`config.mk`:
```
export PLATFORM = sky130hd
export DESIGN_NAME = sliding_window_sample_buffer
export DESIGN_NICKNAME = d
export VERILOG_FILES = /design/src/sv/swsb_pkg.sv /design/src/sv/swsb_out_fifo.sv /design/src/sv/sliding_window_sample_buffer.sv
export SDC_FILE = /design/constraint.sdc
export NUM_CORES = 1
export LEC_CHECK = 0
export BUFFER_PORTS_ARGS = -buffer_cell sky130_fd_sc_hd__buf_2
export CAP_MARGIN = 20
export CORE_MARGIN = 2
export CORE_UTILIZATION = 25
export DETAILED_ROUTE_END_ITERATION = 10
export GPL_TIMING_DRIVEN = 0
export SLEW_MARGIN = 20
export SYNTH_ARGS = -nofsm -noshare
export SYNTH_HDL_FRONTEND = slang
export SYNTH_SLANG_ARGS = --single-unit
```
`constraint.sdc`:
```
create_clock -name clk_i -period 2.1 [get_ports clk_i]
set_input_delay 0.42 -clock clk_i [delete_from_list [all_inputs] [get_ports clk_i]]
set_output_delay 0.42 -clock clk_i [all_outputs]
set_load 0.05 [all_outputs]
```
`src/sv/swsb_pkg.sv`:
```
// Shared types and sizing constants for the sliding window sample buffer.
// Depends on nothing; every other file imports this package.
package swsb_pkg;

  // window length in samples (legal range 2 to 64)
  localparam int unsigned Window   = 64;
  localparam int unsigned PtrW     = $clog2(Window);
  localparam int unsigned FillW    = $clog2(Window + 1);

  // output queue depth and its pointer and count widths
  localparam int unsigned OutDepth = 2;
  localparam int unsigned OutPtrW  = $clog2(OutDepth);
  localparam int unsigned OutCntW  = $clog2(OutDepth + 1);

  // one input request
  typedef struct packed {
    logic signed [15:0] sample_in;
    logic               chunk_end;
  } in_t;

  // one output request
  typedef struct packed {
    logic signed [15:0] window_sample;
    logic               window_last;
  } out_t;

  // output queue status seen by the read sequencer
  typedef struct packed {
    logic [OutCntW-1:0] count;
    logic               pop;
  } fifo_stat_t;

endpackage

```
`src/sv/swsb_out_fifo.sv`:
```
// Small output queue that decouples ring reads from downstream stall.
// Depends on swsb_pkg for the request type and the queue depth.
module swsb_out_fifo import swsb_pkg::*; (
  input  logic       clk_i,
  input  logic       rst_ni,
  input  logic       push_i,
  input  out_t       push_data_i,
  output logic       out_valid_o,
  input  logic       out_stall_i,
  output out_t       out_data_o,
  output fifo_stat_t stat_o
);

  out_t               entry_q [OutDepth];
  logic [OutPtrW-1:0] wr_ptr_q, wr_ptr_d;
  logic [OutPtrW-1:0] rd_ptr_q, rd_ptr_d;
  logic [OutCntW-1:0] count_q, count_d;
  logic               pop;

  // handshake toward the consumer
  assign out_valid_o  = (count_q != '0);
  assign out_data_o   = entry_q[rd_ptr_q];
  assign pop          = out_valid_o && !out_stall_i;
  assign stat_o.count = count_q;
  assign stat_o.pop   = pop;

  // pointer and count updates
  always_comb begin
    wr_ptr_d = wr_ptr_q;
    rd_ptr_d = rd_ptr_q;
    count_d  = count_q;
    if (push_i) begin
      wr_ptr_d = (wr_ptr_q == OutPtrW'(OutDepth - 1)) ? '0 : wr_ptr_q + 1'b1;
    end
    if (pop) begin
      rd_ptr_d = (rd_ptr_q == OutPtrW'(OutDepth - 1)) ? '0 : rd_ptr_q + 1'b1;
    end
    if (push_i && !pop) begin
      count_d = count_q + 1'b1;
    end else if (pop && !push_i) begin
      count_d = count_q - 1'b1;
    end
  end

  always_ff @(posedge clk_i or negedge rst_ni) begin
    if (!rst_ni) begin
      wr_ptr_q <= '0;
      rd_ptr_q <= '0;
      count_q  <= '0;
    end else begin
      wr_ptr_q <= wr_ptr_d;
      rd_ptr_q <= rd_ptr_d;
      count_q  <= count_d;
    end
  end

  // entry storage, no reset needed
  always_ff @(posedge clk_i) begin
    if (push_i) begin
      entry_q[wr_ptr_q] <= push_data_i;
    end
  end

endmodule

```
`src/sv/sliding_window_sample_buffer.sv`:
```
// Readout: a chunk-end request that completes a full window starts a readout through the state
// register, the registered ring read and the output queue; one result per cycle unless the output stalls.
// Throughput: one sample per cycle between emissions; an emission holds the input stalled
// until all Window samples are read (one ring read port, one read per cycle while the queue has room).
// Reset: pointer, fill count and control clear at once; the ring is not cleared, since a
// window is read only after Window samples have been written.
// Depends on swsb_pkg and swsb_out_fifo.
module sliding_window_sample_buffer import swsb_pkg::*; (
  input  logic clk_i,
  input  logic rst_ni,
  input  logic in_valid_i,
  output logic in_stall_o,
  input  in_t  in_data_i,
  output logic out_valid_o,
  input  logic out_stall_i,
  output out_t out_data_o
);

  localparam logic StIdle = 1'b0;
  localparam logic StEmit = 1'b1;

  logic               state_q, state_d;
  logic [PtrW-1:0]    wr_ptr_q, wr_ptr_d;
  logic [FillW-1:0]   fill_q, fill_d;
  logic [PtrW-1:0]    rd_ptr_q, rd_ptr_d;
  logic [PtrW-1:0]    rd_idx_q, rd_idx_d;
  logic               rd_vld_q;
  logic               rd_last_q;
  logic signed [15:0] rdata_q;
  logic signed [15:0] ring [Window];

  logic               in_accept;
  logic               rd_issue;
  logic               idx_last;
  logic [OutCntW:0]   in_flight;
  fifo_stat_t         fifo_stat;
  out_t               push_data;

  // input handshake: stalled while the ring is being read out
  assign in_stall_o = (state_q == StEmit);
  assign in_accept  = in_valid_i && !in_stall_o;

  // read only while the output queue has a free slot for the result
  assign in_flight = {1'b0, fifo_stat.count} + {{OutCntW{1'b0}}, rd_vld_q};
  assign rd_issue  = (state_q == StEmit) &&
                     ((in_flight < (OutCntW + 1)'(OutDepth)) || fifo_stat.pop);
  assign idx_last  = (rd_idx_q == PtrW'(Window - 1));

  // write side and read sequencer
  always_comb begin
    state_d  = state_q;
    wr_ptr_d = wr_ptr_q;
    fill_d   = fill_q;
    rd_ptr_d = rd_ptr_q;
    rd_idx_d = rd_idx_q;
    if (in_accept) begin
      wr_ptr_d = (wr_ptr_q == PtrW'(Window - 1)) ? '0 : wr_ptr_q + 1'b1;
      if (fill_q != FillW'(Window)) begin
        fill_d = fill_q + 1'b1;
      end
      // oldest sample sits at the slot after the one just written
      if (in_data_i.chunk_end && (fill_d == FillW'(Window))) begin
        state_d  = StEmit;
        rd_ptr_d = wr_ptr_d;
        rd_idx_d = '0;
      end
    end
    if (rd_issue) begin
      rd_ptr_d = (rd_ptr_q == PtrW'(Window - 1)) ? '0 : rd_ptr_q + 1'b1;
      rd_idx_d = rd_idx_q + 1'b1;
      if (idx_last) begin
        state_d = StIdle;
      end
    end
  end

  always_ff @(posedge clk_i or negedge rst_ni) begin
    if (!rst_ni) begin
      state_q   <= StIdle;
      wr_ptr_q  <= '0;
      fill_q    <= '0;
      rd_ptr_q  <= '0;
      rd_idx_q  <= '0;
      rd_vld_q  <= 1'b0;
      rd_last_q <= 1'b0;
    end else begin
      state_q   <= state_d;
      wr_ptr_q  <= wr_ptr_d;
      fill_q    <= fill_d;
      rd_ptr_q  <= rd_ptr_d;
      rd_idx_q  <= rd_idx_d;
      rd_vld_q  <= rd_issue;
      rd_last_q <= rd_issue && idx_last;
    end
  end

  // sample ring, one write and one registered read per cycle
  always_ff @(posedge clk_i) begin
    if (in_accept) begin
      ring[wr_ptr_q] <= in_data_i.sample_in;
    end
    if (rd_issue) begin
      rdata_q <= ring[rd_ptr_q];
    end
  end

  // read data enters the output queue in the cycle after the read
  assign push_data.window_sample = rdata_q;
  assign push_data.window_last   = rd_last_q;

  swsb_out_fifo u_out_fifo (
    .clk_i       (clk_i),
    .rst_ni      (rst_ni),
    .push_i      (rd_vld_q),
    .push_data_i (push_data),
    .out_valid_o (out_valid_o),
    .out_stall_i (out_stall_i),
    .out_data_o  (out_data_o),
    .stat_o      (fifo_stat)
  );

  // queued plus pending reads never exceed the queue depth
  a_no_overflow: assert property (@(posedge clk_i) disable iff (!rst_ni)
    in_flight <= (OutCntW + 1)'(OutDepth))
    else $error("output queue overcommitted");

  // an emission starts only once the window is full
  a_full_on_start: assert property (@(posedge clk_i) disable iff (!rst_ni)
    $rose(state_q) |-> fill_q == FillW'(Window))
    else $error("emission started before window filled");

  // the last read of a window ends the emission
  a_last_ends: assert property (@(posedge clk_i) disable iff (!rst_ni)
    rd_issue && idx_last |=> state_q == StIdle && rd_last_q)
    else $error("emission did not end on last read");

  // no ring write while a readout is in progress
  a_no_write_in_emit: assert property (@(posedge clk_i) disable iff (!rst_ni)
    state_q == StEmit |-> !in_accept ##1 $stable(wr_ptr_q))
    else $error("ring written during readout");

endmodule
```
; ---- Word level (Yosys, flattened, before mapping)
; Memory sizes are Yosys's and may differ from the RTL's. A register that Yosys moved wholly into a read port is not among the register bits.
; Cells that the tools add are included.
[classes]
add_sub_neg = 9
order_cmp = 1
eq_ne = 5
n_mux = 22
n_reduce_logical = 17
[ops]
columns = op, count
row1 = two-way mux 6 bit, 8
row2 = "adder 6 x 1 -> 6 bit, second input constant", 3
row3 = "== test 6 bit, second input constant", 3
row4 = two-way mux 7 bit, 2
row5 = two-way mux 1 bit, 10
row6 = nonzero test 2 bit, 4
row7 = "adder 7 x 1 -> 7 bit, second input constant", 1
row8 = "== test 7 bit, second input constant", 1
row9 = logical AND 1 bit, 7
row10 = "!= test 7 bit, second input constant", 1
row11 = logical NOT 1 bit, 4
row12 = two-way mux 2 bit, 2
row13 = adder 2 x 1 -> 3 bit, 1
row14 = "< comparator 3 x 2 -> 1 bit, second input constant", 1
row15 = "adder 1 bit, second input constant", 2
row16 = "adder 2 x 1 -> 2 bit, second input constant", 1
row17 = AND reduction 2 bit, 1
row18 = "subtractor 2 x 1 -> 2 bit, second input constant", 1
row19 = logical OR 1 bit, 1
[totals]
reg_bits = 32
mem_bits_rw = 1058
in_bits = 21
output_inout_bits = 19
memories = 2
[memory_table]
columns = name, words, word_bits, read_ports, rd_clocked_by_memory_dff, wr, line_no
row1 = ring, 64, 16, 1, 1, 1, sliding_window_sample_buffer.sv:30  ; logic signed [15:0] ring [Window];
row2 = u_out_fifo.entry_q, 2, 17, 1, 0, 1, swsb_out_fifo.sv:14  ; out_t entry_q [OutDepth];

; ---- Longest topological paths before layout
; Gate-level depths: netlist (run 1).
[logic_depth]
depth_word = 9
ltp_mapped = 11
mapped_depth_nobuf = 7

; ---- By module
; A second synthesis (run 1) with hierarchy kept.
[hier_totals]
hier_cells = 2014
area_unflattened_um2 = 42509.5
[modules_own_cells]
columns = mod, n_inst, cells_per_inst, area_each_um2, seq_area_each_um2
row1 = sliding_window_sample_buffer, 1, 1944, 41033.1, 31930.6
row2 = swsb_out_fifo, 1, 70, 1476.4, 1121.1

; ---- Least setup slack after synthesis (run 1)
; Ideal clock, no wire load.
[synth_timing]
path_kind = register to register
from = register state_q, in the netlist in_stall_o
to = memory ring[63][0], enable pin
setup_time_ns = 0.389
t_arrival_ns = 2.183
slack_ns = -0.472
path_stages_with_launch = 6
period_less_slack_ns = 2.572
path_cell_list = dfrtp_1 nor2b_1 clkbuf_1 clkbuf_1 nand2_1 nor2_1
[synth_between]
elab_chain_cells = 4
[synth_rtl]
columns = element, line_no
row1 = from (decl), sliding_window_sample_buffer.sv:22  ; logic state_q, state_d;
row2 = from (signal assigned), sliding_window_sample_buffer.sv:79  ; state_q <= StIdle;
row3 = from (signal assigned), sliding_window_sample_buffer.sv:87  ; state_q <= state_d;
row4 = logical NOT 1 bit, sliding_window_sample_buffer.sv:41  ; assign in_accept = in_valid_i && !in_stall_o;
row5 = logical AND 1 bit, sliding_window_sample_buffer.sv:41
row6 = two-way mux 1 bit, sliding_window_sample_buffer.sv:99  ; if (in_accept) begin
row7 = two-way mux 1 bit (implied by the code), sliding_window_sample_buffer.sv:100  ; ring[wr_ptr_q] <= in_data_i.sample_in;
row8 = to (decl), sliding_window_sample_buffer.sv:30
; Every way passes these cells.

==> results of run 1 <==
==> power groups by stage <==
stage	combinational, uW	sequential (uW)	clock (uW)
after floorplan	6490	25800	0
after global placement	10100	25900	0
after detailed placement	10200	25900	0
after CTS	12400	25500	19000
after global routing	13800	25600	19900
final	13200	25600	18700
==> worst max-delay path, stage by stage, from the launching register on <==
cell     delay (ns)
dfrtp_2        0.44
buf_12         0.14
buf_12         0.15
buf_16         0.17
buf_16         0.14
mux4_2         0.51
a22oi_2        0.28
a21oi_4        0.14
o21ai_2        0.20
o21ai_4        0.10
==> cell families (layout without fill, tap and decap cells) <==
| kind of cell | Yosys count | count (layout) | share of synthesized area [%] |
|---|---|---|---|
| DFF | 1106 | 1106 | 76.9 |
| muxes | 388 | 388 | 14.8 |
| and+or+nand+nor | 266 | 266 | 2.65 |
| AOI/OAI and AO/OA | 227 | 227 | 3.46 |
| buffers and inverters | 130 | 508 | 1.71 |
| xor gates and xnor gates | 17 | 17 | 0.346 |
| adders and majority gates | 6 | 6 | 0.175 |
| other | 0 | 1 | 0 |
==> through the flow <==
stage	hold slack (ns)	cell area, um^2	TNS (ns)	setup slack (ns)	std cells
2_1_floorplan	0.124	43200	-109.77	-0.148	2140
4_1_cts	0.0879	52800	-29.90	-0.524	4712
6_report	0.137	53800	-11.02	-0.483	4752
3_5_place_dp	0.432	46300	-951.30	-1.59	4413
3_3_place_gp	0.423	46200	-954.40	-1.61	4412
5_1_grt	0.131	53800	-12.69	-0.520	4752
==> synthesized netlist by cell type, types with 6 or more instances <==
cell type and instances:
o21ai_0 37, a22oi_1 65, mux2_2 21, inv_1 6, nor2b_1 10, nand2_1 112
o2111ai_1 15, xnor2_1 12, buf_2 17, ha_1 6, o21ai_1 23, dfrtp_1 32
buf_4 15, nand3_1 29, mux2i_1 172, edfxtp_1 1074, buf_6 16, a21oi_1 39
nor2_1 83, clkbuf_1 54, mux4_2 195, nor3_1 6, a221oi_1 19, a31oi_1 14
buf_1 16
==> flip-flops by register name, summed over array words and instances, names as in the netlist, 2 cells and up <==
register            count
fill_q                  7
rd_idx_q                6
rd_ptr_q                6
rdata_q                16
ring                 1024
u_out_fifo.count_q      2
u_out_fifo.entry_q     34
wr_ptr_q                6
==> final cells by class <==
type	instances	area [um^2]	share of cell area (%)
inverters	8	30.0	0.0558
diodes	1	2.50	0.00465
clock buffers	140	2930	5.45
multi-input cells	904	10700	19.9
well taps	2233	2790	5.20
flip-flops and latches	1106	33100	61.5
plain buffers	115	1200	2.24
clock inverters	62	460	0.856
repair buffers	183	2570	4.78
==> metal layers <==
layer / routed length (um) / up-vias / global-route usage [%] / share of wire [%]
met3: 6510 / 164 / 1.94 / 5.9
met4: 3030 / 2 / 3.44 / 2.7
met2: 54300 / 725 / 20.8 / 49
met5: 13 / - / 0 / 0.012
li1: - / 9376 / - / -
met1: 47100 / 11600 / 16.7 / 42
==> worst max-delay path by stage <==
stage | start | end | slack, ns | depth (start not counted)
finish | rd_ptr_q[0]$_DFFE_PN0P_ | rdata_q[2]$_DFFE_PP_ | -0.48 | 9
global route | rd_ptr_q[0]$_DFFE_PN0P_ | rdata_q[2]$_DFFE_PP_ | -0.52 | 9
CTS | rd_ptr_q[0]$_DFFE_PN0P_ | rdata_q[12]$_DFFE_PP_ | -0.52 | 10
detailed placement | rd_ptr_q[1]$_DFFE_PN0P_ | rdata_q[14]$_DFFE_PP_ | -1.59 | 9
global placement | rd_ptr_q[1]$_DFFE_PN0P_ | rdata_q[14]$_DFFE_PP_ | -1.61 | 9
floorplan | in_stall_o$_DFF_PN0_ | ring[49][0]$_DFFE_PP_ | -0.15 | 4
==> timing repair <==
item,in CTS,in global routing
pin swaps,101,52
hold buffers,1,0
gates cloned,5,5
buffers inserted,94,39
hold endpoints to repair,32,0
endpoints found under the setup margin,1088,790
resized for setup,377,162
==> flow_summary_export.csv, run 1 <==
group,metric,value,unit
grt,grt_max_degree,65,
pwr,combPwrFrac,23.0,%
layout,nFillCells,16200,
synthesis,synth_top_area_cell,"edfxtp_1",
drt,drt_iter0_drc,2248,
drt,num_vias,21800,
layout,final_util,31.4,%
timing,min_period,2.58,ns
run_status,status,"finished with violations",
setup_path,worst_ep_required_time,2.50,ns
placed_design,io_buffers,39,
synthesis,synth_warnings,0,
synthesis,postSynthAreaPerCell,20.1,um^2
timing,drv_slew,0,
synthesis,synthArstFlopShare,2.89,%
drt,ant_nets,0,
die,dieHeight,419,um
setup_path,worstPathMaxFanout,6,
placed_design,gp_congestion,0.850,
grt,overflow,0,
setup_path,cp-end-kind,"register",
clock_tree,clk_pin_slew,0.06,ns
clock_tree,clk_latency,0.70,ns
synthesis,netlist_instances,2140,
clock_tree,htreeDepth,3,
pwr,vdd_drop_max,0.707,mV
grt,grt_antenna_before_repair,4,
clock_tree,clockBufferDepth,3,
die,start_util,25.1,%
synthesis,synth_nets,2167,
clock_tree,cts_tree,"yes",
synthesis,ys_seq_area_share,76.9,%
timing,fmax,387,MHz
grt,grt_pass1_wl,159000,um
hold_path,min_to,"u_out_fifo.rd_ptr_q$_DFFE_PN0P_",
pwr,pwr-share-clk,32.5,%
grt,gr-usage-all-layers,12.4,%
timing,clock_skew,0.0232,ns
pwr,seqPwrFrac,44.5,%
setup_path,start_kind,"register",
drt,via_per_inst,4.60,
layout,synthToLayoutAreaGrowth,25.1,%
setup_path,ff2ff_path_depth,9,
drt,drc,0,
setup_path,rr_startpoint,"rd_ptr_q[0]$_DFFE_PN0P_",
drt,wire_per_inst,23.3,um
synthesis,syn_area,43000,um^2
synthesis,synth-main-ff-cell,"edfxtp_1",
timing,hold_viol,0,
pwr,power_density,1070,nW/um^2
clock_tree,numCtsBuffers,112,
synthesis,synth_seq_cells,1106,
die,die_area,175000,um^2
die,fp-row-count,152,
placed_design,hpwl,67500,um
synthesis,synthTopCellsByArea,"edfxtp_1 75%, mux4_2 10%, mux2i_1 4.0%, dfrtp_1 1.9%, a22oi_1 1.1%",
pwr,switching_share,28.1,%
clock_tree,cts-root-buf,"clkbuf_16",
pwr,p_total,57400,uW
die,ios,40,
synthesis,synth_edf_count,1074,
setup_path,ff2ff_setup_slack,-0.48,ns
run_status,violations,"setup timing",
hold_path,whs_path_depth,4,
clock_tree,cts.sinks,1106,
pwr,p_leak,0.0164,uW
setup_path,rr_endpoint,"rdata_q[2]$_DFFE_PP_",
synthesis,synth_cell_type_count,47,
timing,timing.slew.headroom,43.5,%
timing,rsz0062_at_grt,"true",
timing,layout_setup_ws,-0.483,ns
die,die_w,419,um
setup_path,critical_path_class,"reg -> reg",
layout,mostFrequentLayoutCell,"edfxtp_1",
hold_path,hold_class,"in -> reg",
layout,mostFrequentLayoutCells,"1,074 x edfxtp_1, 195 x mux4_2, 155 x mux2i_1",
pwr,p_int,41300,uW
setup_path,worstPathArrival,2.98,ns
layout,drive_gt1_share,34.8,%
timing,setup_viol,33,
synthesis,yosysTopAreaCellShare,75.0,%
run,drv_cap,0,
hold_path,hp-start,"out_stall_i",
timing,min_period_over_period,123,%
layout,nets,2457,
drt,wirelength,111000,um
die,core-area,171000,um^2
drt,dr.pass1.iters,7,
pwr,netSwitchingPower,16100,uW
timing,tightestPinTransition,0.847,ns
grt,first_global_vias,21900,
Note: power is estimated with default switching activity, not from simulation.
==> run 2, diff against run 1 <==
ABC_CLOCK_PERIOD_IN_PS = 2100   (was not set)
CORE_MARGIN = not set   (was 2)
CORE_UTILIZATION = 30   (was 25)
==> flow_summary_export.csv, run 2 (synthesis gave the netlist of run 1 again) <==
group,metric,value,unit
timing,clock_skew,0.0182,ns
timing,drv_slew,0,
pwr,seqPwrFrac,44.1,%
drt,num_vias,21700,
clock_tree,cts.sinks,1106,
grt,grt_max_degree,65,
layout,regMostFlops,"ring",
placed_design,dpl_worst_slack,-1.64,ns
timing,layout_setup_ws,-0.575,ns
setup_path,worstPathMaxFanout,6,
die,dieHeight,381,um
layout,reg_top3,"ring (1024), u_out_fifo.entry_q (34), rdata_q (16)",
layout,synthToLayoutAreaGrowth,24.3,%
timing,hold_viol,0,
die,die_w,381,um
drt,via_per_inst,4.94,
placed_design,io_buffers,39,
layout,drive_gt1_share,35.9,%
setup_path,cp-end-kind,"register",
placed_design,hpwl,65700,um
setup_path,worstPathArrival,3.08,ns
grt,grt_pass1_wl,154000,um
layout,mostFrequentLayoutCell,"edfxtp_1",
timing,min_period,2.67,ns
pwr,switching_share,28.0,%
pwr,pwr-share-clk,33.0,%
timing,setup_viol,33,
setup_path,start_kind,"register",
clock_tree,clockBufferDepth,3,
run_status,violations,"setup timing",
layout,nets,2439,
drt,wirelength,108000,um
pwr,power_density,1080,nW/um^2
clock_tree,clk_pin_slew,0.06,ns
clock_tree,numCtsBuffers,109,
setup_path,worst_ep_required_time,2.50,ns
timing,rsz0062_at_grt,"true",
pwr,vdd_drop_max,0.899,mV
layout,final_util,37.7,%
grt,overflow,0,
layout,mostFrequentLayoutCells,"1,074 x edfxtp_1, 195 x mux4_2, 154 x mux2i_1",
timing,fmax,374,MHz
drt,ant_nets,0,
layout,largest_reg_flops,1024,
timing,timing.slew.headroom,39.9,%
timing,tightestPinTransition,0.901,ns
clock_tree,htreeDepth,3,
drt,dr.pass1.iters,6,
placed_design,gp_congestion,0.872,
timing,whs,0.122,ns
hold_path,hold_class,"in -> reg",
die,start_util,30.3,%
pwr,netSwitchingPower,16200,uW
timing,min_period_over_period,127,%
run,drv_cap,0,
die,fp-row-count,138,
pwr,combPwrFrac,22.9,%
die,ios,40,
run_status,status,"finished with violations",
die,die_area,145000,um^2
pwr,p_total,57800,uW
drt,drc,0,
die,core-area,142000,um^2
grt,first_global_vias,21500,
clock_tree,clk_latency,0.69,ns
clock_tree,cts_tree,"yes",
drt,drt_iter0_drc,2494,
pwr,p_int,41600,uW
drt,wire_per_inst,24.6,um
setup_path,critical_path_class,"reg -> reg",
setup_path,ff2ff_setup_slack,-0.57,ns
clock_tree,cts-root-buf,"clkbuf_16",
pwr,p_leak,0.0164,uW
grt,gr-usage-all-layers,14.7,%
grt,grt_antenna_before_repair,10,
run 2: cell types whose count changed in the layout (fill, tap and decap cells not counted), sizes merged, moves of 2 or more:
cell      delta
buf          -7
bufinv       +4
diode        +3
clkinvlp     +5
clkinv       +2
clkbuf      -14
run 2: per-layer routing:
metal | GRT usage [%] | vias to the layer above | part of all wire, %
met5 | 0 | - | 0.023
met3 | 2.50 | 183 | 7.1
met4 | 4.97 | 4 | 3.4
met2 | 22.9 | 829 | 47
met1 | 20.7 | 11400 | 42
li1 | - | 9348 | -
run 2: path summary, 6_finish.rpt:
kind	startpoint	endpoint	cells after the start
max in group asynchronous	rst_ni	rd_ptr_q[0]$_DFFE_PN0P_	2
min reg2reg	rdata_q[11]$_DFFE_PP_	u_out_fifo.entry_q[1][12]$_DFFE_PP_	0
max reg2reg	rd_ptr_q[0]$_DFFE_PN0P_	rdata_q[10]$_DFFE_PP_	8
min	in_data_i[11]	ring[28][10]$_DFFE_PP_	1
min in group asynchronous	rst_ni	u_out_fifo.rd_ptr_q$_DFFE_PN0P_	2
max	rd_ptr_q[0]$_DFFE_PN0P_	rdata_q[10]$_DFFE_PP_	8
run 2: power by group through the flow:
stage	combinational, uW	clock [uW]	sequential, uW
finish	13300	19100	25500
global route	13800	20300	25500
CTS	12900	19500	25400
detailed placement	10100	0	25900
global placement	10000	0	25900
floorplan	6490	0	25800
run 2: critical path, stage by stage (launching register included):
cell	delay (ns)
dfrtp_2	0.47
buf_6	0.16
buf_12	0.16
buf_12	0.15
buf_4	0.11
mux4_2	0.51
mux4_2	0.59
nand2_2	0.13
o21ai_4	0.09
run 2: what timing repair did:
| item | 4_1_cts | 5_1_grt |
|---|---|---|
| pin swaps | 116 | 32 |
| gates cloned | 6 | 2 |
| resized for setup | 482 | 73 |
| hold endpoints to repair | 32 | 0 |
| setup buffers | 112 | 10 |
| endpoints found under the setup margin | 1089 | 916 |
| hold buffers | 1 | 0 |
run 2: final cells by class:
cell class | count | area [um^2]
flip-flops and latches | 1106 | 33100
clock buffers | 134 | 2890
multi-input cells | 904 | 10900
repair buffers | 170 | 2490
well taps | 1890 | 2360
inverters | 8 | 33.8
diodes | 4 | 10.0
fillers | 12700 | 88500
clock inverters | 72 | 606
plain buffers | 113 | 1130
run 2: metrics by stage:
step	cells	cell area [um^2]	setup TNS (ns)
final	4401	53400	-9.71
after global placement	4069	45800	-1000.35
after detailed placement	4071	45900	-999.08
after global routing	4397	53400	-10.88
after floorplan	2140	43200	-109.77
after CTS	4390	53100	-9.66
